===== config.mk =====
export PLATFORM = sky130hd
export DESIGN_NAME = baf_ram
export DESIGN_NICKNAME = d
export VERILOG_FILES = /design/src/hdl/assert_macros.svh /design/src/hdl/baf_ram.sv
export SDC_FILE = /design/constraint.sdc
export NUM_CORES = 1
export LEC_CHECK = 0
export BUFFER_PORTS_ARGS = -buffer_cell sky130_fd_sc_hd__buf_2
export CORE_ASPECT_RATIO = 1.2
export CORE_MARGIN = 3
export CORE_UTILIZATION = 35
export CTS_CLUSTER_DIAMETER = 30
export DETAILED_ROUTE_END_ITERATION = 16
export HOLD_SLACK_MARGIN = 0.08
export PLACE_DENSITY = 0.57
export SLEW_MARGIN = 5
export SYNTH_ARGS = -nofsm -noshare
export SYNTH_HDL_FRONTEND = slang
export SYNTH_SLANG_ARGS = --single-unit

===== constraint.sdc =====
create_clock -name clk -period 3 [get_ports clk]
set_clock_uncertainty 0.1 [all_clocks]
set_input_delay 0.45 -clock clk [delete_from_list [all_inputs] [get_ports clk]]
set_output_delay 0.45 -clock clk [all_outputs]
set_load 0.02 [all_outputs]

===== src/hdl/assert_macros.svh =====
// assertion macros used by the flattener core rtl
`ifndef ASSERT_MACROS_SVH
`define ASSERT_MACROS_SVH

// property checked on every rising clk edge outside reset
`define ASSERT_CLK(label, prop, msg) \
	label: assert property (@(posedge clk) disable iff (!arst_n) prop) \
	else $error(msg);

// expression that must never hold outside reset
`define ASSERT_NEVER_CLK(label, expr, msg) \
	label: assert property (@(posedge clk) disable iff (!arst_n) !(expr)) \
	else $error(msg);

`endif


===== src/hdl/baf_ram.sv =====
// generic single write port ram with registered read
`default_nettype none

module baf_ram #(
	parameter int WIDTH = 8,
	parameter int DEPTH = 4
) (
	input  wire logic                                   clk,
	input  wire logic                                   we,
	input  wire logic [(DEPTH > 1 ? $clog2(DEPTH) : 1)-1:0] waddr,
	input  wire logic [WIDTH-1:0]                       wdata,
	input  wire logic                                   re,
	input  wire logic [(DEPTH > 1 ? $clog2(DEPTH) : 1)-1:0] raddr,
	output logic      [WIDTH-1:0]                       rdata
);

	logic [WIDTH-1:0] mem_q [DEPTH];
	logic [WIDTH-1:0] rdata_q;

	// write port
	always_ff @(posedge clk) begin
		if (we) begin
			mem_q[waddr] <= wdata;
		end
	end

	// registered read port
	always_ff @(posedge clk) begin
		if (re) begin
			rdata_q <= mem_q[raddr];
		end
	end

	assign rdata = rdata_q;

endmodule

`default_nettype wire


### Word-level counts from Yosys, hierarchy flattened

Memories as Yosys holds them, arrays and structs flattened. A register that Yosys moved wholly into a read port is not among the register bits.
Index checks and enable logic that the tools add are counted.

* word-level logic and storage cells: 3
* input bits: 15
* flip-flop bits (word level): 0
* memories kept: 1
* output and inout bits: 8
* memory bits (writable): 32

* multiplexer cells: 2

Memory list
* mem_q: depth 4, width 8, read ports 1, clocked after memory_dff 1, wr ports 1, RTL line baf_ram.sv:17 `logic [WIDTH-1:0] mem_q [DEPTH];`

Operators with widths (count)
* 2-to-1 mux 1 bit: 2

### Longest topological paths before layout

* word-level depth: 2
* gate-level depth with buffers: 2
* mapped depth without buffers: 1

### Worst setup path after synthesis

No wires, ideal clock.

* path kind: input port to flip-flop
* start point: in waddr[0] (netlist name)
* end point: mem mem_q[0][0] (enable)
* cell stages on the path: 1
* required time: 2.515 ns
* library setup time: 0.385 ns
* data arrival time: 1.129 ns
* slack: 1.386 ns
* path buffers: 0
* path through: nor3b_1

RTL lines
* start: declaration: RTL line baf_ram.sv:10 `input wire logic [(DEPTH > 1 ? $clog2(DEPTH) : 1)-1:0] waddr,`
* end: declaration: RTL line baf_ram.sv:17

Straight into the memory's write port.

### Worst setup path in the final report

* start point: reg rdata_q[0] (netlist: rdata[0]) (read register of mem_q)
* end point: out rdata[0]

RTL lines
* start: declaration: RTL line baf_ram.sv:18 `logic [WIDTH-1:0] rdata_q;`
* end: declaration: RTL line baf_ram.sv:14 `output logic [WIDTH-1:0] rdata`

No word-level cell between the ends.

==> flow_summary.toml <==
[floorplanning]
die_h_um = 76.0
die-area_um2 = 4890
initial_utilization_pct = 37.8
num_rows = 24
coreArea_um2 = 3780
ios = 23
die_w_um = 64.3

[critical_path]
crit_buf_inv = 1
worstPathCellList = "buf_2"
cp_slowest_stage_delay_ps = 360
reg2reg_slack_ps = 1800
crit_path_start_kind = "flip-flop"
cp_data_arrival_time_ps = 810
endpoint_kind = "output pin"
worstPathRequired_ps = 2450
r2r-start = "mem_q[3][7]"
cp_slowest_cell = "edfxtp_1"
rr_worst_depth = 1
path_max_fanout = 1
worstReg2RegEnd = "rdata[7]"
critical_path_class = "reg -> out"
critPathTopFamily = "flip-flops"

[global_routing]
track_usage_pct = 8.99
antenna_found_initial = 0
use_met3_pct = 2.51
grt_first_pass_wirelength_mm = 3.08
gr-total-overflow = 0
grtUsageMet1_pct = 8.92
top_usage_layer = "met2"
grt_pass1_vias = 637
grt_start_max_net_pins = 13
grt_use_met2_pct = 15.1

[clock_network]
cts_hold_buffers = 0
root_buffer = "clkbuf_8"
worstSkewPairLatency_ps = 280
cts.clk_slew.worst_paths_ps = 70
cts.sinks = 40
post_cts_buffers = 0
cts_tree = "built"
htreeDepth = 2
cts_resized = 0
ctsLongestPathBuffers = 2
cts_buffers = 5

[sta]
fin_crit_ps = 1360
fin_setup_tns_ps = 0
min_period_over_period_pct = 45.3
setup_ws_ps = 1640
worst_slew_pin_slew_ps = 435
setup_violations = 0
fmax_mhz = 736
hold_violations = 0
hold_ws_ps = 279
rsz0062_at_grt = "no"
slew_viol_final = 0
slew_headroom_pct = 71.0

[routing]
initialDrtViolationCount = 15
routedWlPerCell_um = 14.7
drt_pass1_iterations = 4
vias = 612
ant_nets = 0
drc_errors = 0
routed_via_density = 4.53
drt_wl_total_mm = 1.98

[worst_hold_path]
worstHoldStart = "wdata[5]"
holdPathEnd = "mem_q[3][5]"
hold_class = "in -> reg"
hold_depth = 1

[logic_synthesis]
syn_nets = 69
synthSimpleGateAreaFrac_pct = 2.19
synth_cells = 54
ys_warn_count = 0
synth-xor-area-share_pct = 0
yosys.area_share.adder_pct = 0
synth_seq_area_share_pct = 84.1
syn_avg_cell_area_um2 = 26.5
syn_area_um2 = 1430
synth_mux_area_share_pct = 12.6
synth_top_family_by_area = "multiplexers"
ys_types = 7
synth-seq-cells = 40
synth_compound_area_share_pct = 0

[power_and_ir_drop]
p_int_mw = 0.925
switching_power_mw = 0.210
p_leak_nw = 0.591
combPwrFrac_pct = 5.9
power_density_nw_per_um2 = 667
netSwitchingFraction_pct = 18.5
peakVddDrop_uv = 295
pwr-share-seq_pct = 57.7
clockPowerShare_pct = 36.5

[cells_and_area]
num-fill-cells = 343
finalNetCount = 97
antenna_cells = 0
synthToLayoutAreaGrowth_pct = 19.2
drive_gt1_share_pct = 45.8
post-route-util_pct = 45.0

[placed_design]
dp_slack_ps = 1330
gp_congestion = 0.665
io_buffers = 22

[run_status]
status = "finished, final reports clean"

[flow_run]
maxCapViolations = 0
## synthesized netlist by cell type
library cell	number	area (um2)
and3_1	1	6.26
buf_6	1	11.3
mux4_2	8	180
nor3b_1	1	7.51
and3b_1	2	17.5
clkbuf_2	1	5.00
edfxtp_1	40	1200
## cell type report
cell class	count	area, um2	share of cell area [%]
multi-input combinational	12	211	12.4
timing repair buffer	23	118	6.91
clock buffer	6	72.6	4.26
tap	52	65.1	3.82
sequential	40	1200	70.5
clock inverter	2	35.0	2.06
## sequential cells by signal, indices dropped and copies added, names as in the netlist
name	flops
mem_q	32
rdata	8
## cell usage in the layout (no fill, tap or decap), types with 2 or more instances in the layout
| cell | n |
|---|---|
| clkbuf_8 | 5 |
| buf_2 | 22 |
| mux4_2 | 8 |
| edfxtp_1 | 40 |
| and3b_1 | 2 |
## routing by layer
layer | vias to the layer above | share of wire (%)
met5 | - | 0
met4 | 0 | 2.9
met3 | 4 | 6.5
met2 | 22 | 54
met1 | 301 | 36
li1 | 285 | -
## power by group through the flow
stage | registers, mW | logic (mW) | clock network (mW)
CTS | 0.655 | 0.0682 | 0.424
floorplan | 0.678 | 0.0288 | 0
detailed placement | 0.668 | 0.0682 | 0
global route | 0.657 | 0.0716 | 0.441
global placement | 0.666 | 0.0666 | 0
finish | 0.655 | 0.0669 | 0.414
## metrics by stage
| stage | power, mW | std cells | instance area [um2] |
|---|---|---|---|
| global route | 1.17 | 135 | 1700 |
| finish | 1.14 | 135 | 1700 |
| floorplan | 0.707 | 54 | 1430 |
| CTS | 1.15 | 135 | 1700 |
| global placement | 0.733 | 127 | 1600 |
| detailed placement | 0.736 | 127 | 1600 |
## cells by family after synthesis
family,after synthesis
DFF,40
buffers and inverters,2
and+or+nand+nor,4
muxes,8
## how the worst max path moves through the flow
stage | slack, ps | cells after the start | to | from
after CTS | 1620 | 1 | rdata[0] | rdata[0]
after detailed placement | 1330 | 2 | rdata[4] | raddr[0]
final | 1640 | 1 | rdata[0] | rdata[0]
after global placement | 1350 | 2 | rdata[1] | raddr[0]
after global routing | 1600 | 1 | rdata[2] | rdata[2]
after floorplan | 1390 | 1 | mem_q[0][0] | waddr[0]
Note: power is estimated with default switching activity, not from simulation.
