--- config.mk ---
export PLATFORM = sky130hd
export DESIGN_NAME = baf_alu
export DESIGN_NICKNAME = d
export VERILOG_FILES = /design/src/hdl/assert_macros.svh /design/src/hdl/baf_pkg.sv /design/src/hdl/baf_alu.sv
export SDC_FILE = /design/constraint.sdc
export NUM_CORES = 2
export LEC_CHECK = 0
export ABC_AREA = 1
export ABC_CLOCK_PERIOD_IN_PS = 24800
export BUFFER_PORTS_ARGS = -buffer_cell sky130_fd_sc_hd__clkbuf_2
export CORE_MARGIN = 5
export CORE_UTILIZATION = 43
export DETAILED_ROUTE_END_ITERATION = 10
export PLACE_DENSITY_LB_ADDON = 0.15
export SLEW_MARGIN = 20
export SYNTH_ARGS = -nofsm -noshare
export SYNTH_HDL_FRONTEND = slang
export SYNTH_SLANG_ARGS = --single-unit
export TNS_END_PERCENT = 1
--- constraint.sdc ---
create_clock -name vclk -period 24.8
set_input_delay 1.24 -clock vclk [all_inputs]
set_output_delay 1.24 -clock vclk [all_outputs]
set_load 0.02 [all_outputs]
--- src/hdl/assert_macros.svh ---
// assertion macros used by the flattener core rtl
`ifndef ASSERT_MACROS_SVH
`define ASSERT_MACROS_SVH

// property checked on every rising clk edge outside reset
`define ASSERT_CLK(label, prop, msg) \
	label: assert property (@(posedge clk) disable iff (!arst_n) prop) \
	else $error(msg);

// expression that must never hold outside reset
`define ASSERT_NEVER_CLK(label, expr, msg) \
	label: assert property (@(posedge clk) disable iff (!arst_n) !(expr)) \
	else $error(msg);

`endif

--- src/hdl/baf_pkg.sv ---
// shared constants, types and functions of the bezier flattener
`default_nettype none

package baf_pkg;

	// coordinate and internal word formats
	localparam int COORD_W  = 24;
	localparam int EXT_BITS = 6;
	localparam int WORD_W   = 32;
	localparam int PAD_W    = WORD_W - COORD_W - EXT_BITS;
	localparam int TERM_W   = WORD_W + 2;
	localparam int ACC_W    = WORD_W + 4;
	localparam int Q_W      = WORD_W + 1 - EXT_BITS;

	// threshold register
	localparam int THR_W = 26;
	localparam logic [THR_W-1:0] THR_RESET = 26'd256;

	// subdivision depth limit
	localparam int DEF_MAX_DEPTH = 6;

	// reciprocal of three: floor(x/3) = (x * THIRD_MUL) >> THIRD_SHIFT for x < 2^31
	localparam int MUL_W       = 30;
	localparam int THIRD_SHIFT = 31;
	localparam logic [MUL_W-1:0] THIRD_MUL = 30'h2AAA_AAAB;

	// shared unit operations
	localparam logic [1:0] ALU_MID    = 2'd0;
	localparam logic [1:0] ALU_TERM   = 2'd1;
	localparam logic [1:0] ALU_THIRD  = 2'd2;
	localparam logic [1:0] ALU_ADDSUB = 2'd3;

	typedef struct packed {
		logic [1:0] op;
		logic       neg;
	} alu_ctl_t;

	// coordinate to internal word with extra fraction bits
	function automatic logic [WORD_W-1:0] to_word(input logic [COORD_W-1:0] c);
		return {{PAD_W{c[COORD_W-1]}}, c, {EXT_BITS{1'b0}}};
	endfunction

	// internal word to coordinate: round half up, then saturate
	function automatic logic [COORD_W-1:0] to_coord(input logic [WORD_W-1:0] w);
		logic signed [WORD_W:0] r;
		logic signed [Q_W-1:0]  q;
		logic [COORD_W-1:0]     res;
		r = $signed({w[WORD_W-1], w}) + $signed({{(WORD_W+1-EXT_BITS){1'b0}},
			1'b1, {(EXT_BITS-1){1'b0}}});
		q = r[WORD_W:EXT_BITS];
		if (q > $signed({{(Q_W-COORD_W+1){1'b0}}, {(COORD_W-1){1'b1}}})) begin
			res = {1'b0, {(COORD_W-1){1'b1}}};
		end else if (q < $signed({{(Q_W-COORD_W+1){1'b1}}, {(COORD_W-1){1'b0}}})) begin
			res = {1'b1, {(COORD_W-1){1'b0}}};
		end else begin
			res = q[COORD_W-1:0];
		end
		return res;
	endfunction

endpackage

`default_nettype wire

--- src/hdl/baf_alu.sv ---
// shared arithmetic unit: midpoint, second difference, third, add/sub
`default_nettype none

module baf_alu import baf_pkg::*; (
	input  wire alu_ctl_t          ctl,
	input  wire logic [WORD_W-1:0] a,
	input  wire logic [WORD_W-1:0] b,
	input  wire logic [WORD_W-1:0] c,
	output logic      [TERM_W-1:0] res
);

	logic signed [WORD_W:0]       mid_sum;
	logic signed [TERM_W-1:0]     diff;
	logic [TERM_W-1:0]            diff_abs;
	logic [WORD_W-1:0]            mag;
	logic [WORD_W+MUL_W-1:0]      prod;
	logic [WORD_W-1:0]            third;
	logic [WORD_W-1:0]            addsub;

	// midpoint, floor of (a+b)/2
	assign mid_sum = $signed({a[WORD_W-1], a}) + $signed({b[WORD_W-1], b});

	// second difference a + c - 2b and its magnitude
	assign diff = $signed({{2{a[WORD_W-1]}}, a}) + $signed({{2{c[WORD_W-1]}}, c})
		- $signed({b[WORD_W-1], b, 1'b0});
	assign diff_abs = diff[TERM_W-1] ? (~diff + TERM_W'(1)) : diff;

	// rounded third of |a|, by reciprocal multiply
	assign mag   = (a[WORD_W-1] ? (~a + WORD_W'(1)) : a) + WORD_W'(1);
	assign prod  = mag * THIRD_MUL;
	assign third = WORD_W'(prod >> THIRD_SHIFT);

	// add or subtract
	assign addsub = ctl.neg ? (a - b) : (a + b);

	// result select
	always_comb begin
		case (ctl.op)
			ALU_MID:    res = {{2{mid_sum[WORD_W]}}, mid_sum[WORD_W:1]};
			ALU_TERM:   res = diff_abs;
			ALU_THIRD:  res = {2'b00, third};
			ALU_ADDSUB: res = {2'b00, addsub};
			default:    res = '0;
		endcase
	end

endmodule

`default_nettype wire

Yosys cells after proc, flatten, opt, wreduce, memory -nomap -nowiden
Index checks and enable logic that the tools add are counted.
{ "word_totals": {"latch_bits": 0, "n_memories": 0, "regBits": 0, "ram_bits": 0, "out_inout_bits": 34, "mem_bits_ro": 0, "input_bits": 99} }
{ "op_classes": {"eq_ne": 3, "bitwise": 2, "muxes": 4, "n_div": 0, "n_mul": 1, "n_lt_le_gt_ge": 0, "n_shift": 0, "reduce_logical": 1, "add_sub_neg": 8} }
{ "ops": {"columns": ["op", "count"], "rows": [
  ["one-hot mux 34 bit (4 select lines)", 1],
  ["adder 32 x 32 -> 33 bit", 2],
  ["adder 32 x 1 -> 32 bit (second input constant)", 2],
  ["2-to-1 mux 32 bit", 2],
  ["multiplier 32 x 30 -> 62 bit (second input constant)", 1],
  ["adder 34 x 2 -> 34 bit (second input constant)", 1],
  ["2-to-1 mux 34 bit", 1],
  ["inverter 34 bit", 1],
  ["subtractor 33 x 33 -> 34 bit", 1],
  ["adder 32 bit", 1],
  ["inverter 32 bit", 1],
  ["subtractor 32 bit", 1],
  ["equality test 2 bit (second input constant)", 2],
  ["equality test 2 x 1 -> 1 bit (second input constant)", 1],
  ["zero test 2 bit", 1]
]} }

Longest topological paths before layout
{ "logic_depth": {"depth_word": 6, "ltp_mapped": 48, "ltp_nobuf": 48} }

Least setup slack after synthesis
OpenSTA, ideal clock, no wires.
{ "synth_timing": {"path_kind": "input to output", "start": "input a[0]", "end": "output res[14]", "cell_stages": 37, "setup_slack_ns": 14.115, "t_arrival_ns": 9.445, "path_cell_list": "inv_2 -> ha_1 -> nand2_4 -> nor2_8 -> o21ai_0 -> nand2_1 -> nand2_1 -> nor2_1 -> inv_1 -> nor4_2 -> xor2_1 -> ha_1 -> ha_1 -> inv_1 -> xor2_1 -> inv_1 -> fa_1 -> inv_1 -> fa_1 -> fa_1 -> fa_1 -> fa_1 -> inv_1 -> fa_1 -> inv_1 -> ha_1 -> nand2_1 -> nor2_1 -> inv_1 -> nor4_1 -> nand4_1 -> nand3b_1 -> a21oi_1 -> or2_2 -> nand3_1 -> nand2_1 -> nand3b_1"} }
{ "synth_via": {"elab_chain_len": 6, "word_cells_on_any_way": 15} }
{ "synth_lines": {"columns": ["element", "line", "rtl"], "rows": [
  ["from (decl)", "baf_alu.sv:6", "input wire logic [WORD_W-1:0] a,"],
  ["inverter 32 bit or adder 32 x 32 -> 33 bit (tied branches)", "baf_alu.sv:29, baf_alu.sv:24", null],
  ["adder 32 x 1 -> 32 bit or subtractor 33 x 33 -> 34 bit (tied branches)", "baf_alu.sv:29, baf_alu.sv:25", null],
  ["2-to-1 mux 32 bit or inverter 34 bit (tied branches)", "baf_alu.sv:29, baf_alu.sv:26", null],
  ["adder 32 x 1 -> 32 bit or adder 34 x 2 -> 34 bit (tied branches)", "baf_alu.sv:29, baf_alu.sv:26", null],
  ["multiplier 32 x 30 -> 62 bit or 2-to-1 mux 34 bit (tied branches)", "baf_alu.sv:30, baf_alu.sv:26", null],
  ["one-hot mux 34 bit (4 select lines) (*)", "baf_alu.sv:38", "case (ctl.op)"],
  ["to (decl)", "baf_alu.sv:9", "output logic [TERM_W-1:0] res"]
]} }
Mark *: on every way between the ends. The rest lies on a longest branch, timed or not.

Worst setup path in the final report
Same ends and word-level chain as after synthesis.

==> run summary <==
The die area is 70000 um^2. The number of buffer cells added on primary ports came out at 133. Data arrives at the worst endpoint at 12.13 ns.

The remaining antenna violation count after routing is 0. The total of cells resized after clock tree synthesis is 0. The largest net degree at the start of global routing is 51. The number of global-route vias before repair was 27.5k. The portion of netlist area occupied by mux cells is 0%. The weighted congestion reported at the end of routability-driven placement is 1.03. The slew of the pin with the lowest slew margin came out at 1.09 ns. The number of clock buffer instances in the layout is 0. The number of nets handed over by synthesis was 4988. The post-cts hold buffer count came out at 0. Of all cell types, the one taking the most synthesized area is sky130_fd_sc_hd__fa_1. The critical path is of the in -> out type. The total count of hold-check failures in the final report came out at 0. The overall via count from detail_route is 26.8k.

The number of filler cells placed in the layout came out at 6870. The per-cell routed wire length is 21.8 um. The number of max-capacitance violations reported is 0. The initial cell density of the core came out at 43.3%.

The synthesized area divided by synthesized cell count came out at 6.87 um^2. The headroom to the max-slew limit is 27.0%. The synthesized netlist devotes 24.1% of its cell area to simple gates. After synthesis, the largest family of logic cells by area is adder cells. The initial antenna violation count came out at 6. The number of design rule violations left after detail routing came out at 0. The final max-slew violation count was 0.

The number of design-rule violations left by the first detailed-router iteration is 2154. Summed over all layers, the routed wires come to 110000 um. The synthesized netlist devotes 10.6% of its cell area to compound gates. STA classifies the critical path endpoint as an output port. The sequential cell area in the final layout is 0 um^2. The area growth from synthesis to final layout came out at 6.24%. The run finished with clean final reports. The die outline height came out at 265 um. In this run the worst path has a maximum fanout of 12. By instance count, the leading cell after synthesis is sky130_fd_sc_hd__inv_1. The floorplan step set the die width to 265 um. By area the synthesized netlist is led by sky130_fd_sc_hd__fa_1 27%, sky130_fd_sc_hd__ha_1 20%, sky130_fd_sc_hd__inv_1 13%. The final count of negative-setup-slack endpoints is 0.

The required time of the worst setup path is 23.56 ns. In the routed layout, each cell is associated on average with a via count of 5.31. The adder and majority gate portion of the synthesized area came out at 47.7%. The fraction of the yosys area taken by sequential cells is 0%.

The detailed-routing iteration count for the pre-antenna-repair pass came out at 6. The minimum hold slack is 3.09 ns. After synthesis, the netlist uses 55 different library cells.

The final clock period utilization by the worst path is 53.9%. The share of layout cells above drive strength 1 is 5.41%. The xor/xnor cell area share of the yosys netlist came out at 3.61%.

The commonest cells after synthesis are 1002 x sky130_fd_sc_hd__inv_1, 746 x sky130_fd_sc_hd__nand2_1, 452 x sky130_fd_sc_hd__ha_1, 381 x sky130_fd_sc_hd__fa_1, 369 x sky130_fd_sc_hd__nor2_1. During I/O placement, the number of pins put on the boundary was 133. The HPWL after detailed placement is 100000 um. The accumulated negative setup slack is 0 ns. The overall routing resource usage is 30.8%. The final critical-path required period is 13.37 ns. The placeable core region is 64300 um^2.

The net count of the finished layout came out at 5114. The number of instances in the synthesized netlist is 4056. The warning count from the yosys run came out at 0.

The highest clock frequency the design can meet came out at 0.0748 GHz. The total congestion overflow after global routing came out at 0. In this run the post-CTS setup repair buffer count came out at 0. On the critical path, the stage with the largest delay is an instance of sky130_fd_sc_hd__xor2_1. The fraction of post-synthesis cell area in the top cell type by area came out at 27.4%. There are 0 flip-flops and latches. The row count came out at 93. The library cell appearing most often on the critical path is sky130_fd_sc_hd__inv_1.

The global-route wire length before repair came out at 166000 um. The path class of the tightest hold or removal check is in -> out. The biggest cell delay along the critical path is 0.87 ns. The synthesized area is 27900 um^2. The worst setup path is launched from an input port.

Setup repair after global routing left no endpoint under its margin.
## layout make-up
cell class	count	area, um^2	area share, %
antenna	1	2.50	0.00845
inverter	1014	3810	12.9
multi-input combinational	3020	24000	80.9
tap	855	1070	3.61
timing repair buffer	146	763	2.58
## final timing paths
check	start	end	slack [ns]	depth (start not counted)
min	c[0]	res[0]	3.09	5
max	a[0]	res[14]	11.43	44
## through the flow
stage | instances | utilization [%] | setup slack [ns] | instance area, um^2
global route | 5035 | 46.0 | 11.02 | 29600
finish | 5036 | 46.0 | 11.43 | 29600
CTS | 5035 | 46.0 | 11.68 | 29600
global placement | 5035 | 46.0 | 11.58 | 29600
detailed placement | 5035 | 46.0 | 11.74 | 29600
floorplan | 4056 | - | 14.12 | 27900
## metal layers
| metal | GRT usage [%] | routed length [um] | share of wire [%] | vias to the layer above |
|---|---|---|---|---|
| met2 | 55.1 | 53400 | 49 | 924 |
| met1 | 37.4 | 43800 | 40 | 12600 |
| li1 | - | - | - | 13000 |
| met5 | 0 | 28 | 0.026 | - |
| met4 | 13.9 | 6780 | 6.2 | 6 |
| met3 | 3.37 | 5810 | 5.3 | 263 |
## worst max-delay path: cells and delay by family
kind                       cells  cell delay [ns]
AOI/OAI and AO/OA              3             0.43
buffers and inverters         11             1.18
xor gates and xnor gates       1             0.87
and+or+nand+nor               18             3.75
adders and majority gates     11             4.64
## kinds of logic (layout without fill, tap and decap cells)
group,after synthesis,in the layout
and+or+nand+nor,1542,1542
buffers and inverters,1036,1160
adders and majority gates,833,833
AOI/OAI and AO/OA,533,533
xor gates and xnor gates,112,112
other,0,1
## cells in the final DEF (no fill, tap or decap), drive strengths merged
cell / count
a211oi: 6
a21boi: 8
a21o: 25
a21oi: 244
a221oi: 4
a22oi: 1
a31o: 1
a31oi: 17
and2: 5
and3: 2
buf: 13
clkbuf: 133
clkinv: 3
diode: 1
fa: 381
ha: 452
inv: 1011
nand2: 767
nand3: 224
nand3b: 33
nand4: 57
nor2: 379
nor3: 43
nor3b: 1
nor4: 12
o2111ai: 2
o211ai: 6
o21a: 11
o21ai: 177
o21bai: 20
o221a: 1
o221ai: 3
o22ai: 1
o31ai: 6
or2: 18
or3: 1
xnor2: 38
xor2: 74
Power is not shown: default switching activity piles up to over one toggle a cycle in this logic, so the estimate is an artifact.
